### src/rtl/core/cds_pkg.sv
// Shared types, constants and helper functions for the calendar date stepper.
// Used by the controller, the datapath, the top level and the checker.
`timescale 1ns / 1ps

package cds_pkg;

  localparam int CDS_MAX_YEAR   = 9999;
  localparam int CDS_COUNT_BITS = 12;

  // floor(x / 100) for x < 43690 as (x * K) >> SH
  localparam int CDS_DIV100_K  = 20972;
  localparam int CDS_DIV100_SH = 21;
  localparam int CDS_CENTURY   = 100;
  // floor(x / 7) for x < 1638 as (x * K) >> SH
  localparam int CDS_DIV7_K    = 1171;
  localparam int CDS_DIV7_SH   = 13;
  localparam int CDS_WEEK      = 7;
  // 400-year offset keeps the weekday and keeps the shifted year positive
  localparam int CDS_ZELLER_OFS = 400;
  // register stages in the weekday pipe
  localparam int CDS_WD_LAT = 5;

  typedef enum logic [1:0] {
    CMD_LOAD  = 2'd0,
    CMD_ADD   = 2'd1,
    CMD_SUB   = 2'd2,
    CMD_QUERY = 2'd3
  } cds_cmd_e;

  typedef enum logic [1:0] {
    ST_IDLE,
    ST_STEP,
    ST_WAIT,
    ST_DONE
  } cds_state_t;

  typedef struct packed {
    logic capture;   // take the input item, apply a load
    logic step;      // one day step (direction from captured cmd)
    logic latch_out; // move date and weekday into the output register
  } cds_ctl_t;

  typedef struct packed {
    logic done;      // no more steps left for the current item
  } cds_stat_t;

  function automatic logic [4:0] cds_month_len(input logic [3:0] m, input logic leap);
    logic [4:0] len;
    begin
      case (m)
        4'd2:                      len = leap ? 5'd29 : 5'd28;
        4'd4, 4'd6, 4'd9, 4'd11:   len = 5'd30;
        default:                   len = 5'd31;
      endcase
      return len;
    end
  endfunction

  // floor(2.6 * m' - 0.2), m' = month shifted so March is 1
  function automatic logic [4:0] cds_month_term(input logic [3:0] m);
    logic [4:0] t;
    begin
      case (m)
        4'd1:    t = 5'd28;
        4'd2:    t = 5'd31;
        4'd3:    t = 5'd2;
        4'd4:    t = 5'd5;
        4'd5:    t = 5'd7;
        4'd6:    t = 5'd10;
        4'd7:    t = 5'd12;
        4'd8:    t = 5'd15;
        4'd9:    t = 5'd18;
        4'd10:   t = 5'd20;
        4'd11:   t = 5'd23;
        4'd12:   t = 5'd25;
        default: t = 5'd0;
      endcase
      return t;
    end
  endfunction

endpackage

### src/rtl/core/calendar_date_stepper.sv
// Calendar date stepper: holds a Gregorian date, loads / steps / queries it
// and reports the date with its weekday. Top level; uses cds_pkg, cds_ctrl
// and cds_datapath.
//
// Input channel in_valid / in_stall with cmd, load_day, load_month, load_year,
// day_count. Output channel out_valid / out_stall with out_day, out_month,
// out_year, weekday, range_error. An item moves on a clock edge with valid
// high and stall low. Every input item gives exactly one result item.
// One item is worked at a time: in_stall is high from accept until the result
// has gone into the output register.
// After accept, the controller passes through ST_STEP, ST_WAIT and ST_DONE.
// For add and subtract ST_STEP is the step loop, which moves the date by one
// day per clock, up to day_count days; ST_WAIT lets the weekday pipe settle;
// ST_DONE waits until the output register is free.
// The next item can be taken in the cycle after a result is latched.
// A stalled result stays in the output register; the next input item is
// taken meanwhile and its result waits until the register is free.
// Synchronous reset sets the date to 1 January of year 1 and empties both
// channels.

`timescale 1ns / 1ps

module calendar_date_stepper #(
  parameter int COUNT_BITS = cds_pkg::CDS_COUNT_BITS
) (
  input  logic                  clk,
  input  logic                  rst,
  input  logic                  in_valid,
  output logic                  in_stall,
  input  logic [1:0]            cmd,
  input  logic [4:0]            load_day,
  input  logic [3:0]            load_month,
  input  logic [13:0]           load_year,
  input  logic [COUNT_BITS-1:0] day_count,
  output logic                  out_valid,
  input  logic                  out_stall,
  output logic [4:0]            out_day,
  output logic [3:0]            out_month,
  output logic [13:0]           out_year,
  output logic [2:0]            weekday,
  output logic                  range_error
);
  import cds_pkg::*;

  cds_ctl_t  ctl;
  cds_stat_t stat;

  cds_ctrl u_ctrl (
    .clk       (clk),
    .rst       (rst),
    .in_valid  (in_valid),
    .in_stall  (in_stall),
    .out_valid (out_valid),
    .out_stall (out_stall),
    .ctl       (ctl),
    .stat      (stat)
  );

  cds_datapath #(
    .COUNT_BITS (COUNT_BITS)
  ) u_dp (
    .clk         (clk),
    .rst         (rst),
    .ctl         (ctl),
    .stat        (stat),
    .cmd         (cmd),
    .load_day    (load_day),
    .load_month  (load_month),
    .load_year   (load_year),
    .day_count   (day_count),
    .out_day     (out_day),
    .out_month   (out_month),
    .out_year    (out_year),
    .weekday     (weekday),
    .range_error (range_error)
  );

endmodule

### src/rtl/core/cds_ctrl.sv
// Controller for the calendar date stepper: sequences accept, day steps,
// weekday settle time and result hand-off. Depends on cds_pkg.
`timescale 1ns / 1ps

module cds_ctrl (
  input  logic              clk,
  input  logic              rst,
  input  logic              in_valid,
  output logic              in_stall,
  output logic              out_valid,
  input  logic              out_stall,
  output cds_pkg::cds_ctl_t ctl,
  input  cds_pkg::cds_stat_t stat
);
  import cds_pkg::*;

  localparam int WCW = (CDS_WD_LAT > 1) ? $clog2(CDS_WD_LAT) : 1;

  cds_state_t     state, state_next;
  logic [WCW-1:0] wait_cnt, wait_cnt_next;
  logic           out_free;

  assign out_free = !out_valid || !out_stall;

  always_comb begin
    state_next = state;
    case (state)
      ST_IDLE: if (in_valid) state_next = ST_STEP;
      ST_STEP: if (stat.done) state_next = ST_WAIT;
      ST_WAIT: if (wait_cnt == WCW'(CDS_WD_LAT - 1)) state_next = ST_DONE;
      ST_DONE: if (out_free) state_next = ST_IDLE;
      default: state_next = ST_IDLE;
    endcase
  end

  always_comb begin
    ctl           = '0;
    in_stall      = 1'b1;
    wait_cnt_next = '0;
    case (state)
      ST_IDLE: begin
        in_stall    = 1'b0;
        ctl.capture = in_valid;
      end
      ST_STEP: ctl.step = 1'b1;
      ST_WAIT: wait_cnt_next = wait_cnt + WCW'(1);
      ST_DONE: ctl.latch_out = out_free;
      default: ;
    endcase
  end

  always_ff @(posedge clk) begin
    if (rst) begin
      state     <= ST_IDLE;
      wait_cnt  <= '0;
      out_valid <= 1'b0;
    end else begin
      state    <= state_next;
      wait_cnt <= wait_cnt_next;
      if (ctl.latch_out) begin
        out_valid <= 1'b1;
      end else if (!out_stall) begin
        out_valid <= 1'b0;
      end
    end
  end

endmodule

### src/rtl/core/cds_datapath.sv
// Datapath for the calendar date stepper: date registers, day counter,
// leap-year pipe, Zeller weekday pipe and result register. Depends on cds_pkg.
`timescale 1ns / 1ps

module cds_datapath #(
  parameter int COUNT_BITS = cds_pkg::CDS_COUNT_BITS
) (
  input  logic                  clk,
  input  logic                  rst,
  input  cds_pkg::cds_ctl_t     ctl,
  output cds_pkg::cds_stat_t    stat,
  input  logic [1:0]            cmd,
  input  logic [4:0]            load_day,
  input  logic [3:0]            load_month,
  input  logic [13:0]           load_year,
  input  logic [COUNT_BITS-1:0] day_count,
  output logic [4:0]            out_day,
  output logic [3:0]            out_month,
  output logic [13:0]           out_year,
  output logic [2:0]            weekday,
  output logic                  range_error
);
  import cds_pkg::*;

  // current date and item context
  logic [4:0]            day;
  logic [3:0]            month;
  logic [13:0]           year;
  logic [COUNT_BITS-1:0] cnt;
  cds_cmd_e              cmd_r;
  logic                  err;

  // leap flag, registered via ly_q and ly_y, then leap; years only change far from February
  logic [29:0] ly_prod;
  logic [7:0]  ly_q;
  logic [13:0] ly_y;
  logic [13:0] ly_cent;
  logic        leap;

  assign ly_prod = 30'(year) * 30'(CDS_DIV100_K);
  assign ly_cent = 14'(ly_q) * 14'(CDS_CENTURY);

  always_ff @(posedge clk) begin
    ly_q <= ly_prod[CDS_DIV100_SH+7:CDS_DIV100_SH];
    ly_y <= year;
    leap <= (ly_y[1:0] == 2'd0) && ((ly_y != ly_cent) || (ly_q[1:0] == 2'd0));
  end

  // day step decode
  logic [4:0] mlen, prev_len;
  logic       is_step, cnt_zero, fwd_wrap, back_wrap, fwd_lim, back_lim, at_lim;

  assign mlen      = cds_month_len(month, leap);
  assign prev_len  = cds_month_len(month - 4'd1, leap);
  assign fwd_wrap  = (day >= mlen);
  assign back_wrap = (day <= 5'd1);
  assign fwd_lim   = fwd_wrap && (month >= 4'd12) && (year >= 14'(CDS_MAX_YEAR));
  assign back_lim  = back_wrap && (month <= 4'd1) && (year == 14'd0);
  assign is_step   = (cmd_r == CMD_ADD) || (cmd_r == CMD_SUB);
  assign cnt_zero  = (cnt == '0);
  assign at_lim    = (cmd_r == CMD_ADD) ? fwd_lim : back_lim;
  assign stat.done = !is_step || cnt_zero;

  always_ff @(posedge clk) begin
    if (rst) begin
      day   <= 5'd1;
      month <= 4'd1;
      year  <= 14'd1;
      cnt   <= '0;
      cmd_r <= CMD_QUERY;
      err   <= 1'b0;
    end else if (ctl.capture) begin
      cmd_r <= cds_cmd_e'(cmd);
      cnt   <= day_count;
      err   <= 1'b0;
      if (cmd == CMD_LOAD) begin
        if (load_day != 5'd0) day <= load_day;
        if (load_month inside {[4'd1:4'd12]}) month <= load_month;
        if (load_year <= 14'(CDS_MAX_YEAR)) year <= load_year;
      end
    end else if (ctl.step && is_step && !cnt_zero) begin
      if (at_lim) begin
        // stop at the year limit, drop the remaining steps
        err <= 1'b1;
        cnt <= '0;
      end else begin
        cnt <= cnt - COUNT_BITS'(1);
        if (cmd_r == CMD_ADD) begin
          if (fwd_wrap) begin
            day <= 5'd1;
            if (month >= 4'd12) begin
              month <= 4'd1;
              year  <= year + 14'd1;
            end else begin
              month <= month + 4'd1;
            end
          end else begin
            day <= day + 5'd1;
          end
        end else begin
          if (back_wrap) begin
            if (month <= 4'd1) begin
              month <= 4'd12;
              year  <= year - 14'd1;
              day   <= 5'd31;
            end else begin
              month <= month - 4'd1;
              day   <= prev_len;
            end
          end else begin
            day <= day - 5'd1;
          end
        end
      end
    end
  end

  // Zeller weekday pipe, free running on the date registers
  logic [14:0] az;
  logic [29:0] s_prod;
  logic [14:0] w1_az;
  logic [7:0]  w1_s;
  logic [4:0]  w1_day, w1_t;
  logic [14:0] e_full;
  logic [6:0]  w2_e;
  logic [10:0] w2_p;
  logic [10:0] w3_j;
  logic [21:0] q7_prod;
  logic [7:0]  w4_q;
  logic [10:0] w4_j;
  logic [10:0] wd_full;
  logic [2:0]  wd;

  // January and February count as months 11 and 12 of the previous year
  assign az      = 15'(year) + 15'(CDS_ZELLER_OFS) - ((month <= 4'd2) ? 15'd1 : 15'd0);
  assign s_prod  = 30'(az) * 30'(CDS_DIV100_K);
  assign e_full  = w1_az - 15'(w1_s) * 15'(CDS_CENTURY);
  assign q7_prod = 22'(w3_j) * 22'(CDS_DIV7_K);
  assign wd_full = w4_j - 11'(w4_q) * 11'(CDS_WEEK);

  always_ff @(posedge clk) begin
    w1_az  <= az;
    w1_s   <= s_prod[CDS_DIV100_SH+7:CDS_DIV100_SH];
    w1_day <= day;
    w1_t   <= cds_month_term(month);
    w2_e   <= e_full[6:0];
    // -2*s is taken as +5*s mod 7
    w2_p   <= 11'(w1_day) + 11'(w1_t) + 11'(w1_s >> 2) + 11'(w1_s) * 11'(5);
    w3_j   <= w2_p + 11'(w2_e) + 11'(w2_e >> 2);
    w4_q   <= q7_prod[CDS_DIV7_SH+7:CDS_DIV7_SH];
    w4_j   <= w3_j;
    wd     <= wd_full[2:0];
  end

  always_ff @(posedge clk) begin
    if (ctl.latch_out) begin
      out_day     <= day;
      out_month   <= month;
      out_year    <= year;
      weekday     <= wd;
      range_error <= err;
    end
  end

endmodule

### config.mk
export PLATFORM = sky130hd
export DESIGN_NAME = calendar_date_stepper
export DESIGN_NICKNAME = d
export VERILOG_FILES = /design/src/rtl/core/cds_pkg.sv /design/src/rtl/core/calendar_date_stepper.sv /design/src/rtl/core/cds_ctrl.sv /design/src/rtl/core/cds_datapath.sv
export SDC_FILE = /design/constraint.sdc
export NUM_CORES = 1
export LEC_CHECK = 0
export BUFFER_PORTS_ARGS = -buffer_cell sky130_fd_sc_hd__buf_2
export CAP_MARGIN = 30
export CORE_UTILIZATION = 39
export DETAILED_ROUTE_END_ITERATION = 10
export PLACE_DENSITY = 0.58
export SLEW_MARGIN = 20
export SYNTH_ARGS = -nofsm -noshare
export SYNTH_HDL_FRONTEND = slang
export SYNTH_HIERARCHICAL = 1
export SYNTH_SLANG_ARGS = --single-unit
### constraint.sdc
create_clock -name clk -period 12.7 [get_ports clk]
set_clock_uncertainty 0.15 [all_clocks]
set_input_delay 1.27 -clock clk [delete_from_list [all_inputs] [get_ports clk]]
set_output_delay 1.27 -clock clk [all_outputs]
set_load 0.005 [all_outputs]
After elaboration in Yosys (flattened, before gate mapping)
Memory sizes are Yosys's and may differ from the RTL's. A register that Yosys moved wholly into a read port is not among the register bits.
Index checks and enable logic that the tools add are counted.
Word-level totals
  memories kept: 1
  output and inout port bits: 29
  logic and storage cells: 173
  input port bits: 41
  bits in registers: 157
  ROM bits: 80
Memories
  (no name shown): words 16, bits a word 5, rd ports 1, clocked after memory_dff 1, write ports 0, line cds_pkg.sv:63  | case (m)
Operators by class
  multiplexer cells: 48
  add/subtract/negate cells: 17
  multipliers: 7
  bitwise operators: 1
  order comparisons: 9
  eq/ne operators: 29
  reduce and logical (&&, ||, !) cells: 35
Operators by type and width (count)
  2-to-1 mux 14 bit: 10
  2-to-1 mux 5 bit: 9
  2-to-1 mux 4 bit: 10
  2-to-1 mux 12 bit: 3
  multiplier 14 x 13 -> 27 bit, second input constant: 1
  multiplier 15 x 13 -> 27 bit, second input constant: 1
  multiplier 11 x 11 -> 21 bit, second input constant: 1
  case mux 5 bit (2 select lines): 2
  equality test 4 x 3 -> 1 bit, second input constant: 4
  equality test 4 bit, second input constant: 4
  adder 14 x 9 -> 15 bit, second input constant: 1
  subtractor 15 x 1 -> 15 bit: 1
  adder 14 x 1 -> 14 bit, second input constant: 1
  greater-or-equal comparator 14 bit, second input constant: 1
  <= comparator 14 bit, second input constant: 1
  zero test 14 bit: 1
  != test 14 bit: 1
  != test 2 x 1 -> 1 bit, second input constant: 7
  subtractor 14 x 1 -> 14 bit, second input constant: 1
  zero test 12 bit: 1
  multiplier 8 x 5 -> 12 bit, second input constant: 1
  subtractor 12 x 1 -> 12 bit, second input constant: 1
  adder 11 bit: 1
  adder 11 x 5 -> 11 bit: 1
  43 further kinds: 81

Depth between registers and ports, before layout
Gate-level depths: netlist of run 1.
  depth in word-level cells: 10
  depth in mapped cells: 32
  mapped depth without buffers: 30

Cells and area by module
The synthesis of run 1 kept the hierarchy.
Modules (own cells, without submodules)
  cds_datapath: times used 1, cells an instance 1752, area each 16996.3 µm², sequential area each 3293.2 µm²
  cds_ctrl: times used 1, cells an instance 37, area each 345.3 µm², sequential area each 120.1 µm²

Worst setup path after synthesis of run 1
No wires, ideal clock.
  kind: register to register
  from: register u_dp.month[3]
  to: register u_dp.w1_s[7]
  period minus slack after synthesis: 7653 ps
  required time: 12420 ps
  slack: 5047 ps
  cell stages (with the launch flop): 32
  arrival time: 7373 ps
  buffers on the path: 2
  cells stage by stage: dfxtp_1 > clkbuf_1 > buf_1 > a211oi_1 > ha_1 > inv_1 > ha_1 > inv_1 > fa_1 > o21bai_1 > a21oi_1 > o21ai_0 > a211oi_1 > o21ai_0 > xnor2_1 > inv_1 > fa_1 > inv_1 > ha_1 > fa_1 > fa_1 > inv_1 > fa_1 > inv_1 > ha_1 > and4_1 > and2_1 > a22oi_1 > o211ai_1 > o21ba_2 > a311oi_1 > xnor3_1
On the way
  cells in the longest elaborated chain, start to end: 4
RTL lines
  from (decl): line cds_datapath.sv:27  | logic [3:0] month;
  from (signal assigned): line cds_datapath.sv:78  | if (load_month inside {[4'd1:4'd12]}) month <= load_month;
  from (signal assigned): line cds_datapath.sv:95  | month <= month + 4'd1;
  from (signal assigned): line cds_datapath.sv:107  | month <= month - 4'd1;
  <= comparator 4 x 2 -> 1 bit: line cds_datapath.sv:135  | assign az = 15'(year) + 15'(CDS_ZELLER_OFS) - ((month <= 4'd2) ? 15'd1 : 15'd0);
  2-to-1 mux 1 bit: line cds_datapath.sv:135
  subtractor 15 x 1 -> 15 bit: line cds_datapath.sv:135
  multiplier 15 x 13 -> 27 bit: line cds_datapath.sv:136  | assign s_prod = 30'(az) * 30'(CDS_DIV100_K);
  via u_dp.s_prod[28]: line cds_datapath.sv:120  | logic [29:0] s_prod;
  to (signal assigned): line cds_datapath.sv:143  | w1_s <= s_prod[CDS_DIV100_SH+7:CDS_DIV100_SH];
  to (decl): line cds_datapath.sv:122  | logic [7:0] w1_s;
The timed path passes the listed nets, and every way through them passes these cells.
A chain may end at the register's enable or synchronous reset.

Worst setup path in the final report of run 1
  from: register u_dp.month[2]
  to: register u_dp.w1_s[7]
Same word-level chain as after synthesis.

==> results of run 1 <==
worst max-delay path by stage:
stage                  startpoint           end  slack [ns]  cells after the start
floorplan           u_dp/month[3]  u_dp/w1_s[7]        5.05                     31
global route        u_dp/month[2]  u_dp/w1_s[7]        3.88                     29
global placement    u_dp/month[2]  u_dp/w1_s[7]        4.65                     29
CTS                 u_dp/month[2]  u_dp/w1_s[7]        4.44                     29
detailed placement  u_dp/month[2]  u_dp/w1_s[7]        4.45                     29
finish              u_dp/month[2]  u_dp/w1_s[7]        4.49                     29
cell families (layout without fill, tap and decap cells):
group | count (synthesis) | after routing
AOI/OAI and AO/OA | 289 | 289
muxes | 17 | 17
buffers and inverters | 426 | 519
and+or+nand+nor | 265 | 265
adders and majority gates | 536 | 536
DFF | 157 | 157
xor gates and xnor gates | 99 | 99
through the flow:
stage,utilization (%),area [sq um],hold slack (ns),std cells,setup WS (ns)
floorplan,-,17340,0.1596,1789,5.047
global placement,42.36,18410,0.1624,2432,4.653
detailed placement,42.46,18450,0.1651,2434,4.450
CTS,43.78,19020,0.1823,2466,4.443
global route,43.79,19030,0.1976,2467,3.876
finish,43.79,19030,0.1787,2467,4.486
critical path: cells and delay by family (launching register included):
family | cells | cell delay (ns)
flip-flops | 1 | 0.52
XOR/XNOR | 2 | 0.91
adder cells (fa/ha/maj) | 9 | 3.27
AND/OR/NAND/NOR | 2 | 0.38
buffers and inverters | 6 | 0.38
AO/OA/AOI/OAI | 10 | 2.49
layout by cell type (no fill, tap or decap), types with 17 or more instances in the layout:
master,n
nor2_1,78
a21oi_1,85
xnor2_1,69
nand2_1,66
nor3_1,23
edfxtp_1,27
inv_1,398
clkbuf_16,17
fa_1,172
ha_1,364
buf_2,69
xor2_1,29
a21o_1,24
dfxtp_1,130
o21ai_0,61
layer usage:
layer	GRT usage, %	share of wire, %
met1	22.38	45
met2	31.29	49
met3	2.912	3.0
met4	5.656	2.4
met5	0	0
final cells by class:
type,count,area share (%)
clock buffer,20,2.347
tap,585,3.847
multi-input combinational,1206,64.68
sequential,157,17.94
clock inverter,12,0.6576
inverter,401,7.910
timing repair buffer,86,2.617
state kept, by name, indices dropped and copies added, names as in the netlist, 4 cells and up:
signal / count
u_dp/ly_q: 8
u_dp/month: 4
u_dp/ly_y: 14
u_dp/w1_s: 8
u_dp/w2_e: 7
u_dp/w2_p: 11
u_dp/out_day: 5
u_dp/out_year: 14
u_dp/day: 5
u_dp/w3_j: 11
u_dp/year: 14
u_dp/w1_az: 7
u_dp/w1_day: 5
u_dp/cnt: 12
u_dp/out_month: 4
u_dp/w1_t: 5
synthesized netlist by cell type (all sizes together) (12+ instances only):
library cell / n
nand3: 15
o21ai: 64
nand2: 66
nor4: 12
ha: 364
mux2i: 16
xor2: 29
a21o: 24
dfxtp: 130
edfxtp: 27
xnor2: 69
o211ai: 12
inv: 398
clkbuf: 16
nor3: 24
nor2: 78
fa: 172
nand2b: 16
a211oi: 19
a21oi: 85
==> parameters.txt, run 1 <==
Parameter                              Value

STA
  Timing-limited maximum frequency ... 121.7 MHz
  Pins over their slew limit ... 0
  Actual slew at the worst max-slew pin ... 0.9811 ns
  Final worst path period share ... 64.68%
  Setup TNS ... 0 ns
  Final Hold Violating Endpoints ... 0
  Final setup violation count ... 0
  Worst rel slew slack ... between 30% and 40%
  Period minus WS final ... between 8 and 9 ns
  Unrepaired setup endpoints after global routing ... no

GRT
  Global-route wire length before repair ... about 63000 microns
  Via count of the first global-routing pass ... 12620
  Global routing usage summed across all routing layers ... between 10% and 20%
  Leftover overflow at the end of global routing ... 0
  Maximum number of pins on one net before global-route repair ... 57
  Initial antenna violation count ... 1

Routing
  Wire length reported by the detailed router ... ~38000 microns
  Number of DRC markers in iteration 0 ... between 500 and 600
  Number of vias per cell ... 4.909
  Drt first pass iters ... 5
  Post-detailed-route DRC marker count ... 0
  Routed len/inst ... roughly 15 microns
  Vias after detailed routing ... 12110
  Number of antenna-violating nets in the routed design ... 0

Setup path
  Register-to-Register Path Depth ... 29
  Critical path startpoint category ... register
  Category of the most critical setup path ... register to register
  Maximum fanout along the worst path ... 21
  Endpoint arrival time on the critical path ... 8.39 ns
  Worst R2R End ... u_dp/w1_s[7]
  Critical path endpoint category ... register
  Most common cell type on the critical path ... inv_1
  Delay of the slowest cell on the worst path ... 0.66 ns
  Worst endpoint required time ... 12.88 ns
  Crit-path slowest cell ... xnor2_1
  Worst setup slack for register-to-register paths ... 4.49 ns
  Startpoint of the worst-slack reg-to-reg timing path ... u_dp/month[2]

Placement
  IO Port Bufs ... 69
  RD Place Congestion ... roughly 0.88
  Post-DP HPWL ... approximately 31000 microns

Floorplan
  Effective utilization at floorplan ... 39.91%
  Die extent in x ... 212.9 microns
  Die Area ... between 0.04 and 0.05 sq mm
  Height of the die ... 212.9 microns
  Total I/O pin count ... 70
  Core Area ... 0.04346 sq mm
  Row count ... 76

Layout
  Storage element area ... 0.003413 sq mm
  Antenna Diode Count ... 0
  Layout area overhead ... 9.726%
  Area of the multi-input gates ... 0.01231 sq mm
  Final layout net count ... 2446
  Share of post-route cells with drive strength above 1 ... 8.023%
  Number of inserted filler cells in the final layout ... 4235

Yosys
  Area share of the largest cell type after synthesis ... 26.26%
  Xor/xnor cell area share of the yosys netlist ... 5.079%
  Post-synthesis area per instance ... 9.693 sq um
  Dominant combinational cell family by area after synthesis ... adder cells
  Synth Cell Area ... 0.01734 sq mm
  Biggest area contributors in the synthesized netlist ... ha_1 26%, fa_1 20%, dfxtp_1 15%
  Dominant cell type by area after synthesis ... ha_1
  Area share of and/or/nand/nor cells after synthesis ... ~7.6%
  Fraction of the yosys area taken by sequential cells ... 19.68%
  Ys flop type ... dfxtp_1
  Flop and latch count out of synthesis ... 157
  Number of enable-type register cells in the synthesized netlist ... 27
  Cell count after synthesis ... 1789
  Adder and majority gate portion of the synthesized area ... 46.12%
  Share of async-settable or async-resettable flops after synthesis ... 0%
  Count of distinct cell types in the synthesized netlist ... 74
  Mux share of post-synthesis cell area ... 0.9885%
  Synthesized net count ... 2366
  Compound-gate portion of the synthesized area ... 11.15%
  Yosys synthesis warning count ... 6

CTS
  Clock input transition at the sequential cells of the worst setup and hold paths ... 0.07 ns
  PostCTS Resize Cnt ... 0
  Clock Latency Late Sink ... 0.45 ns
  Sinks on the clock net ... 157
  H-tree depth ... 4
  Count of buffers added by post-CTS timing repair for setup ... 0
  Largest buffer count on any clock path ... 2
  CTS Buf Count ... 17
  Hold-fix buffers at CTS ... 0
  Root buffer cell ... clkbuf_16
  TritonCTS clock tree ... built

Worst hold path
  Worst min-delay path category ... register to register
  Launch point of the worst hold path ... u_dp/w1_az[0]
  Worst Hold Depth ... 0
  Endpoint of the worst hold path ... u_dp/w2_e[0]

Flow run
  Reported max-cap violation count ... 0

Run status
  Result of the run ... finished, final reports clean
Power of run 1 is left out: the tool's default activity adds up to more than one toggle a clock period on the data nets, which glitch-free logic cannot reach.
==> inputs of run 2 (changes only) <==
--- a/config.mk
+++ b/config.mk
@@ -9,7 +9,7 @@
 export CAP_MARGIN = 30
 export CORE_UTILIZATION = 39
 export DETAILED_ROUTE_END_ITERATION = 10
-export PLACE_DENSITY = 0.58
+export PLACE_DENSITY = 0.6
 export SLEW_MARGIN = 20
 export SYNTH_ARGS = -nofsm -noshare
 export SYNTH_HDL_FRONTEND = slang
==> constraint.sdc (replaced) <==
create_clock -name clk -period 6.7 [get_ports clk]
set_clock_uncertainty 0.15 [all_clocks]
set_input_delay 0.67 -clock clk [delete_from_list [all_inputs] [get_ports clk]]
set_output_delay 0.67 -clock clk [all_outputs]
set_load 0.005 [all_outputs]
==> run 2 against run 1 <==
  * Register-to-register slack got worse by 4.5 ns
  * Hold slack improved by 0.0016 ns
  * Die area unchanged
  * Wire length increased by 3.2%
  * Critical path depth grew 1
  * Flip-flop and latch count unchanged
==> parameters.txt, run 2 (same netlist as run 1, synthesis figures left out) <==
Parameter                              Value

Run status
  Result of the run ... finished, final reports clean

Layout
  Antenna Diode Count ... 0 (unchanged)
  Final layout net count ... 2498 (+2.1%)
  Total non-filler cell area in the finished layout ... 0.01964 sq mm (+3.2%)
  Top library cells by usage in the layout, fill and taps aside ... 392 x inv_1, 357 x ha_1, 171 x fa_1, 127 x dfxtp_1, 84 x a21oi_1
  Share of post-route cells with drive strength above 1 ... 12.20% (+4.2 points)
  Most frequent standard cell in the layout excluding fill and tap cells ... inv_1
  Layout area overhead ... 13.25%
  Biggest registers after layout ... u_dp/ly_y x14, u_dp/out_year x14, u_dp/year x14
  Share of the core filled with cells in the final layout ... 45.19% (+1.4 points)

CTS
  Root buffer cell ... clkbuf_16
  Sinks on the clock net ... 157 (unchanged)
  H-tree depth ... 4 (unchanged)
  Largest buffer count on any clock path ... 2 (unchanged)
  TritonCTS clock tree ... built
  Clock Latency Late Sink ... 0.45 ns (about the same)
  Clock input transition at the sequential cells of the worst setup and hold paths ... 0.07 ns (about the same)
  CTS Buf Count ... 17 (unchanged)

Floorplan
  Die Area ... 0.04531 sq mm (unchanged)
  Effective utilization at floorplan ... 39.91% (unchanged)
  Row count ... 76 (unchanged)
  Height of the die ... 212.9 microns (unchanged)
  Total I/O pin count ... 70 (unchanged)
  Die extent in x ... 212.9 microns (unchanged)
  Core Area ... 0.04346 sq mm (unchanged)

GRT
  Global routing usage summed across all routing layers ... 18.40% (+0.50 points)
  Leftover overflow at the end of global routing ... 0 (unchanged)
  Via count of the first global-routing pass ... 12860 (+1.9%)
  Initial antenna violation count ... 1 (unchanged)
  Global-route wire length before repair ... 64740 microns (+2.1%)
  Maximum number of pins on one net before global-route repair ... 57 (unchanged)

Routing
  Routed len/inst ... 15.59 microns (+1.1%)
  Wire length reported by the detailed router ... 39280 microns (+3.2%)
  Drt first pass iters ... 5 (unchanged)
  Vias after detailed routing ... 12340 (+1.9%)
  Post-detailed-route DRC marker count ... 0 (unchanged)
  Number of antenna-violating nets in the routed design ... 0 (unchanged)
  Number of DRC markers in iteration 0 ... 540 (+3.1%)
  Number of vias per cell ... 4.899 (-0.20%)

Worst hold path
  Worst min-delay path category ... register to register

Setup path
  Worst endpoint required time ... 6.88 ns (-6.00 ns)
  Critical path startpoint category ... register
  Most common cell type on the critical path ... inv_2
  Crit-path slowest cell ... fa_1
  Delay of the slowest cell on the worst path ... 0.54 ns (-0.12 ns)
  Maximum fanout along the worst path ... 4 (-81%)
  Endpoint arrival time on the critical path ... 6.85 ns (-1.54 ns)
  Critical path endpoint category ... register
  Category of the most critical setup path ... register to register

STA
  Timing-limited maximum frequency ... 150.0 MHz (+23%)
  Worst rel slew slack ... 38.47% (+4.3 points)
  Final worst path period share ... 99.49% (+35 points)
  Actual slew at the worst max-slew pin ... 0.9180 ns (-0.06310 ns)
  Final Hold Violating Endpoints ... 0 (unchanged)
  Pins over their slew limit ... 0 (unchanged)
  Period minus WS final ... 6.666 ns (-1.549 ns)
  Final worst slack ... 0.03415 ns (-4.451 ns)
  Final setup violation count ... 0 (unchanged)
  Unrepaired setup endpoints after global routing ... yes

Flow run
  Reported max-cap violation count ... 0 (unchanged)

Placement
  IO Port Bufs ... 69 (unchanged)
  Pre-CTS worst setup slack ... -0.1285 ns (-4.579 ns)
  Placed instance area ... 0.01888 sq mm (+2.3%)
  Post-DP HPWL ... 32060 microns (+3.1%)
  RD Place Congestion ... 0.8700 (-1.5%)
## run 2: cell count changes in the layout (fill, tap and decap cells not counted), sizes merged
cell / previous run / this run
buf: 85 / 138
bufinv: 1 / 2
clkbuf: 21 / 18
inv: 406 / 407
## run 2: metal layers
layer  vias up  global-route usage, %  part of all wire (%)
met1      5957                  23.60                    46
met4         0                  5.433                   2.1
met5         -                      0                     0
met3        44                  2.971                   3.1
met2       171                  31.64                    49
li1       6169                      -                     -
## run 2: timing repair
item | in CTS | in global routing
hold buffers | 0 | 0
endpoints found under the setup margin | 5 | 8
pin swaps | 17 | 6
setup buffers | 6 | 0
gates resized for setup | 16 | 8
## run 2: layout make-up
cell class / count / area (sq um)
clock buffer: 18 / 429.2
clock inverter: 14 / 168.9
fill: 4200 / 23820
inverter: 401 / 1505
multi-input combinational: 1206 / 12490
sequential: 157 / 3417
tap: 585 / 732.0
timing repair buffer: 138 / 902.1
## run 2: worst paths after layout
path                       from      endpoint  slack (ns)  cells past startpoint
setup / recovery  u_dp/month[0]  u_dp/w1_s[7]        0.03                     30
hold / removal    u_dp/w1_az[1]  u_dp/w2_e[1]        0.18                      0
setup reg to reg  u_dp/month[0]  u_dp/w1_s[7]        0.03                     30
hold reg to reg   u_dp/w1_az[1]  u_dp/w2_e[1]        0.18                      0
## run 2: metrics by stage
step / TNS [ns] / instances / hold WS (ns)
floorplan: -0.3864 / 1789 / 0.1596
global placement: -0.03863 / 2479 / 0.1629
detailed placement: -0.3457 / 2480 / 0.1650
CTS: -0.1314 / 2518 / 0.1805
global route: -1.169 / 2519 / 0.1852
finish: 0 / 2519 / 0.1803
## run 2: worst max-delay path: cells and delay by family (launching register included)
| family | cells | cell delay, ns |
|---|---|---|
| flops | 1 | 0.32 |
| mux | 1 | 0.15 |
| simple gates | 4 | 0.83 |
| compound gates | 9 | 1.53 |
| xor+xnor | 1 | 0.18 |
| buf+inv | 6 | 0.36 |
| fa+ha+maj | 9 | 3.03 |
Power of run 2 is left out for the same reason.
